==> src/rtl/core/its_pkg.sv <==
// Shared types, codes and constants of the index table shuffler.
package its_pkg;

  localparam int CNT_W  = 11;
  localparam int FUNC_W = 2;
  localparam int SEED_W = 32;
  localparam int POS_W  = 10;
  localparam int ENT_W  = 10;
  localparam int PC_W   = 5;
  localparam int OP_W   = 5;
  localparam int COND_W = 4;

  localparam logic [SEED_W-1:0] LCG_MUL    = 32'd1664525;
  localparam logic [SEED_W-1:0] LCG_ADD    = 32'd1013904223;
  localparam logic [SEED_W-1:0] SEED_RESET = 32'h00C0FFEE;

  // Command codes.
  localparam logic [FUNC_W-1:0] FUNC_LOAD_SEED = 2'd0;
  localparam logic [FUNC_W-1:0] FUNC_SHUFFLE   = 2'd1;
  localparam logic [FUNC_W-1:0] FUNC_READ      = 2'd2;
  localparam logic [FUNC_W-1:0] FUNC_FILL      = 2'd3;

  // Datapath micro-operations.
  localparam logic [OP_W-1:0] OP_NOP       = 5'd0;
  localparam logic [OP_W-1:0] OP_WAIT      = 5'd1;
  localparam logic [OP_W-1:0] OP_SEED_LD   = 5'd2;
  localparam logic [OP_W-1:0] OP_RD_POS    = 5'd3;
  localparam logic [OP_W-1:0] OP_CAP_ENTRY = 5'd4;
  localparam logic [OP_W-1:0] OP_CLR_K     = 5'd5;
  localparam logic [OP_W-1:0] OP_FILL      = 5'd6;
  localparam logic [OP_W-1:0] OP_LD_I      = 5'd7;
  localparam logic [OP_W-1:0] OP_MUL       = 5'd8;
  localparam logic [OP_W-1:0] OP_SEED_UPD  = 5'd9;
  localparam logic [OP_W-1:0] OP_DIV_INIT  = 5'd10;
  localparam logic [OP_W-1:0] OP_DIV_STEP  = 5'd11;
  localparam logic [OP_W-1:0] OP_RD_I      = 5'd12;
  localparam logic [OP_W-1:0] OP_RD_J      = 5'd13;
  localparam logic [OP_W-1:0] OP_WR_I      = 5'd14;
  localparam logic [OP_W-1:0] OP_WR_J      = 5'd15;
  localparam logic [OP_W-1:0] OP_EMIT      = 5'd16;

  // Jump conditions.
  localparam logic [COND_W-1:0] C_NONE     = 4'd0;
  localparam logic [COND_W-1:0] C_ALWAYS   = 4'd1;
  localparam logic [COND_W-1:0] C_NSTART   = 4'd2;
  localparam logic [COND_W-1:0] C_FUNC     = 4'd3;
  localparam logic [COND_W-1:0] C_NKLAST   = 4'd4;
  localparam logic [COND_W-1:0] C_SHORT    = 4'd5;
  localparam logic [COND_W-1:0] C_NDIVLAST = 4'd6;
  localparam logic [COND_W-1:0] C_NILAST   = 4'd7;
  localparam logic [COND_W-1:0] C_OBUSY    = 4'd8;

  typedef struct packed {
    logic [OP_W-1:0]   op;
    logic [COND_W-1:0] cond;
    logic [PC_W-1:0]   target;
  } ctrl_t;

  typedef struct packed {
    logic [FUNC_W-1:0] func;
    logic              short_cnt;
    logic              k_last;
    logic              div_last;
    logic              i_last;
  } dp_flags_t;

endpackage

==> src/rtl/core/its_useq.sv <==
// Microcode sequencer: program ROM, step counter and conditional jumps.
module its_useq (
  input  logic              clk,
  input  logic              rst,
  input  logic              start,
  input  logic              out_busy,
  input  its_pkg::dp_flags_t dp_flags,
  output its_pkg::ctrl_t    ctrl
);
  import its_pkg::*;

  localparam logic [PC_W-1:0] A_IDLE  = 5'd0;
  localparam logic [PC_W-1:0] A_DISP  = 5'd1;
  localparam logic [PC_W-1:0] A_LOAD  = 5'd2;
  localparam logic [PC_W-1:0] A_RD0   = 5'd3;
  localparam logic [PC_W-1:0] A_RD1   = 5'd4;
  localparam logic [PC_W-1:0] A_FL0   = 5'd5;
  localparam logic [PC_W-1:0] A_FL1   = 5'd6;
  localparam logic [PC_W-1:0] A_FL2   = 5'd7;
  localparam logic [PC_W-1:0] A_SH0   = 5'd8;
  localparam logic [PC_W-1:0] A_SH1   = 5'd9;
  localparam logic [PC_W-1:0] A_SH2   = 5'd10;
  localparam logic [PC_W-1:0] A_SH3   = 5'd11;
  localparam logic [PC_W-1:0] A_SH4   = 5'd12;
  localparam logic [PC_W-1:0] A_SH5   = 5'd13;
  localparam logic [PC_W-1:0] A_SH6   = 5'd14;
  localparam logic [PC_W-1:0] A_SH7   = 5'd15;
  localparam logic [PC_W-1:0] A_SH8   = 5'd16;
  localparam logic [PC_W-1:0] A_DONE  = 5'd17;
  localparam logic [PC_W-1:0] A_RET   = 5'd18;
  localparam logic [PC_W-1:0] A_CL0   = 5'd19;
  localparam logic [PC_W-1:0] A_CL1   = 5'd20;
  localparam logic [PC_W-1:0] A_CL2   = 5'd21;

  logic [PC_W-1:0] pc;
  logic [PC_W-1:0] pc_next;
  logic            take;

  function automatic ctrl_t mk(input logic [OP_W-1:0] op, input logic [COND_W-1:0] cond,
                               input logic [PC_W-1:0] target);
    ctrl_t w;
    w.op     = op;
    w.cond   = cond;
    w.target = target;
    return w;
  endfunction

  // Without a jump the counter moves to the next word.
  function automatic ctrl_t ucode(input logic [PC_W-1:0] a);
    ctrl_t w;
    case (a)
      A_IDLE:  w = mk(OP_WAIT,      C_NSTART,   A_IDLE);
      A_DISP:  w = mk(OP_NOP,       C_FUNC,     A_IDLE);
      A_LOAD:  w = mk(OP_SEED_LD,   C_ALWAYS,   A_DONE);
      A_RD0:   w = mk(OP_RD_POS,    C_NONE,     A_IDLE);
      A_RD1:   w = mk(OP_CAP_ENTRY, C_ALWAYS,   A_DONE);
      A_FL0:   w = mk(OP_CLR_K,     C_NONE,     A_IDLE);
      A_FL1:   w = mk(OP_FILL,      C_NKLAST,   A_FL1);
      A_FL2:   w = mk(OP_NOP,       C_ALWAYS,   A_DONE);
      A_SH0:   w = mk(OP_LD_I,      C_SHORT,    A_DONE);
      A_SH1:   w = mk(OP_MUL,       C_NONE,     A_IDLE);
      A_SH2:   w = mk(OP_SEED_UPD,  C_NONE,     A_IDLE);
      A_SH3:   w = mk(OP_DIV_INIT,  C_NONE,     A_IDLE);
      A_SH4:   w = mk(OP_DIV_STEP,  C_NDIVLAST, A_SH4);
      A_SH5:   w = mk(OP_RD_I,      C_NONE,     A_IDLE);
      A_SH6:   w = mk(OP_RD_J,      C_NONE,     A_IDLE);
      A_SH7:   w = mk(OP_WR_I,      C_NONE,     A_IDLE);
      A_SH8:   w = mk(OP_WR_J,      C_NILAST,   A_SH1);
      A_DONE:  w = mk(OP_EMIT,      C_OBUSY,    A_DONE);
      A_RET:   w = mk(OP_NOP,       C_ALWAYS,   A_IDLE);
      A_CL0:   w = mk(OP_CLR_K,     C_NONE,     A_IDLE);
      A_CL1:   w = mk(OP_FILL,      C_NKLAST,   A_CL1);
      A_CL2:   w = mk(OP_NOP,       C_ALWAYS,   A_IDLE);
      default: w = mk(OP_NOP,       C_ALWAYS,   A_IDLE);
    endcase
    return w;
  endfunction

  function automatic logic [PC_W-1:0] func_entry(input logic [FUNC_W-1:0] f);
    logic [PC_W-1:0] a;
    case (f)
      FUNC_LOAD_SEED: a = A_LOAD;
      FUNC_SHUFFLE:   a = A_SH0;
      FUNC_READ:      a = A_RD0;
      FUNC_FILL:      a = A_FL0;
      default:        a = A_IDLE;
    endcase
    return a;
  endfunction

  assign ctrl = ucode(pc);

  always_comb begin
    unique case (ctrl.cond)
      C_NONE:     take = 1'b0;
      C_ALWAYS:   take = 1'b1;
      C_NSTART:   take = !start;
      C_FUNC:     take = 1'b1;
      C_NKLAST:   take = !dp_flags.k_last;
      C_SHORT:    take = dp_flags.short_cnt;
      C_NDIVLAST: take = !dp_flags.div_last;
      C_NILAST:   take = !dp_flags.i_last;
      C_OBUSY:    take = out_busy;
      default:    take = 1'b0;
    endcase
    if (ctrl.cond == C_FUNC) begin
      pc_next = func_entry(dp_flags.func);
    end else if (take) begin
      pc_next = ctrl.target;
    end else begin
      pc_next = pc + PC_W'(1);
    end
  end

  // Reset enters the clearing program that writes the identity order.
  always_ff @(posedge clk) begin
    if (rst) begin
      pc <= A_CL0;
    end else begin
      pc <= pc_next;
    end
  end

  a_pc_in_program: assert property (@(posedge clk) disable iff (rst) pc <= A_CL2)
    else $error("step counter left the program");

endmodule

==> config.mk <==
export PLATFORM = sky130hd
export DESIGN_NAME = its_useq
export DESIGN_NICKNAME = d
export VERILOG_FILES = /design/src/rtl/core/its_pkg.sv /design/src/rtl/core/its_useq.sv
export SDC_FILE = /design/constraint.sdc
export NUM_CORES = 1
export LEC_CHECK = 0
export ABC_AREA = 1
export ABC_CLOCK_PERIOD_IN_PS = 1900
export BUFFER_PORTS_ARGS = -buffer_cell sky130_fd_sc_hd__buf_2
export CAP_MARGIN = 20
export CORE_ASPECT_RATIO = 0.8
export CORE_UTILIZATION = 42
export DETAILED_ROUTE_END_ITERATION = 8
export GPL_TIMING_DRIVEN = 1
export PLACE_DENSITY = 0.64
export SLEW_MARGIN = 20
export SYNTH_ARGS = -nofsm -noshare
export SYNTH_HDL_FRONTEND = slang
export SYNTH_SLANG_ARGS = --single-unit
export TNS_END_PERCENT = 30
==> constraint.sdc <==
create_clock -name clk -period 1.9 [get_ports clk]
set_input_delay 0.38 -clock clk [delete_from_list [all_inputs] [get_ports clk]]
set_output_delay 0.38 -clock clk [all_outputs]
set_load 0.02 [all_outputs]
==> results.md <==
- Status: finished with violations
- Violated checks: setup timing
- Comb pwr share: 76.0%
- Max Buffers Root-to-Sink: 2
- Layout Skew: 9.06 ps
- Final Util: 64.1%
- ANT nets after route: 0
- GPL Wtd Cong: 0.901
- Syn_nets: 183
- Tmin final: 2080 ps
- Hold WS: 302 ps
- P_int: 0.00174 W
- Endpoints failing setup: 10
- Critical-path top delay cell: dfxtp_4
- Io pins: 24
- Final wirelength: 3070 um
- Tcrit/Tclk final: 110%
- Main synth FF type: dfxtp_1
- Startpoint types: register
- Share of the synthesized area in the top cell type: 31.7%
- Largest net degree at the start of global routing: 11
- Tot GR Track Use: 22.7%
- DR iter-0 viols: 46
- Grt peak-use layer: met2
- Clk sink count: 18
- Die area: 2920 um2
- Clock root buffer master: clkbuf_4
- Post-Synthesis Cells: 167
- Drt pass-1 iters: 4
- RSZ-0062 raised after global routing: yes
- CTS clk-pin slew, worst paths: 110 ps
- Layout cells sized above 1: 44.3%
- VDD IR max: 1110 uV
- Pwr dens: 2170 nW/um2
- Yosys warns: 0
- Fraction of registers with async set/reset: 0%
- Mapped Area: 1140 um2
- Crit-path cells: nor2_4 > inv_1 > nand3_2 > nand2_2 > nor2_4 > nand2_4 > or2_1 > o211ai_2 > nand2_2 > inv_4 > ha_4 > nand3b_1 > nand2_1 > nor2_1 > nor2_1
- Nets: 229
- Worst EP arrival: 2300 ps
- Netlist cell types: 28
- CTS tree: yes
- Worst-margin pin slew: 283 ps
- Via-to-Cell Ratio: 4.78
- Worst path bufs/invs: 2
- FMAX: 0.480 GHz
- Crit path kind: reg -> reg
- Final hold vios: 0
- Post-synth top area cell: dfxtp_1
- Fillcell total: 218
- Post-DP HPWL: 2290 um
- Worst Path Required: 2120 ps
- Seq cells post-synth: 18
- Relative slew slack: 81.1%
- Synth-to-layout area growth: 41.0%
- Worst min path class: in -> reg
- Num rows: 16
- Die Height: 48.5 um
- Sequential area share after synthesis: 31.7%
- Worst path top cell family by delay: simple AND/OR/NAND/NOR gates
- CTS H-tree depth: 1
- Diodes inserted: 0
- Setup TNS: -1130 ps
- Total grt overflow: 0
- Die width: 60.2 um
- Max_cap viols: 0
- Mean Syn Cell Area: 6.81 um2
- GR Util met3: 2.94%
- I/O Buffers: 23
- Switching power: 0.00174 W
- Routing usage on met1: 29.5%
- First-pass GRT wire length: 4930 um
- Crit-path max cell delay: 370 ps
- Core Area: 2500 um2
- Drt drc: 0
- Clock power share: 5.6%
- Worst-path fanout max: 5
- Vias: 1186
- Most common cell in the netlist: nand2_1
- Grt met2 use: 38.1%
- Wire per inst: 12.4 um
- Slew Viols, Final: 0
- Flop pwr share: 18.5%
- Static leakage: 0.862 nW
- Initial antenna violation count: 0
- Critical path capture point type: register
- Sw frac: 50.0%
- Commonest cells in the netlist: 47 x nand2_1, 24 x nand3_1, 20 x inv_1, 18 x dfxtp_1, 16 x nor2_1
- Top post-synthesis cells by area: dfxtp_1 32%, nand2_1 16%, nand3_1 11%, ha_1 6.6%, inv_1 6.6%
- CTS Buf Count: 3
- Initial Util: 45.5%
- Vias in the first global route: 1123
- Clk_lat worst skew: 290 ps
- Setup WS post-layout: -182 ps
- EDFF count, synth: 0
- Hold-fix buffers, CTS: 0
-- area by class of cell --
class | instances | area [um2] | share of cell area [%]
Clock buffer | 3 | 22.5 | 1.40
Clock inverter | 1 | 3.75 | 0.234
Inverter | 25 | 98.8 | 6.16
Multi-Input combinational cell | 122 | 783 | 48.8
Sequential cell | 18 | 373 | 23.2
Tap cell | 36 | 45.0 | 2.81
Timing Repair Buffer | 43 | 278 | 17.3
-- placed cells by master, fill, tap and decap left out, types with 6 or more instances in the layout --
cell type and instances:
buf_4 19, nand3_2 6, nand2_2 9, buf_2 23, nand3_1 18, nand2_1 43, nor2_1 11, inv_1 17
inv_2 6, dfxtp_1 14, nor2_2 7
-- metrics by stage --
step	instances	total power [W]	setup slack, ps	area, um2
2_1_floorplan	167	0.00218	-19.8	1180
5_1_grt	248	0.00376	-290	1600
6_report	248	0.00347	-182	1600
4_1_cts	248	0.00335	-189	1570
3_3_place_gp	241	0.00290	-180	1460
3_5_place_dp	241	0.00296	-236	1460
-- flip-flops by register name (all words and copies together), names as in the netlist --
| signal | flops |
|---|---|
| ctrl | 13 |
| pc | 5 |
-- layer usage --
layer,routed length (um),part of all wire [%],vias up
li1,-,-,607
met1,1320,43,535
met2,1530,50,37
met3,174,5.7,7
met4,40,1.3,0
met5,0,0,-
-- worst paths after layout --
path | startpoint | end | slack [ps] | depth (start not counted)
setup / recovery | ctrl[5] | ctrl[5] | -180 | 15
hold reg to reg | ctrl[1] | pc[1] | 550 | 2
setup reg to reg | ctrl[5] | ctrl[5] | -180 | 15
hold / removal | rst | pc[2] | 300 | 2
-- what timing repair did --
item / CTS / global route
endpoints found under the setup margin: 11 / 13
setup buffers: 3 / 0
pin swaps: 8 / 5
resized for setup: 15 / 8
-- power by group through the flow --
stage          sequential (W)  combinational, W  clock, W
2_1_floorplan        0.000760           0.00142         0
3_3_place_gp         0.000646           0.00225         0
3_5_place_dp         0.000651           0.00231         0
4_1_cts              0.000641           0.00251  0.000197
5_1_grt              0.000661           0.00288  0.000224
6_report             0.000641           0.00264  0.000194
-- logic make-up after synthesis --
logic type,count (synthesis),share of synthesized area [%]
DFF,18,31.7
and+or+nand+nor,105,43.0
buffers and inverters,27,9.90
AOI/OAI and AO/OA,8,6.49
adders and majority gates,6,6.60
xor gates and xnor gates,3,2.31
(Power assumes the default switching activity.)
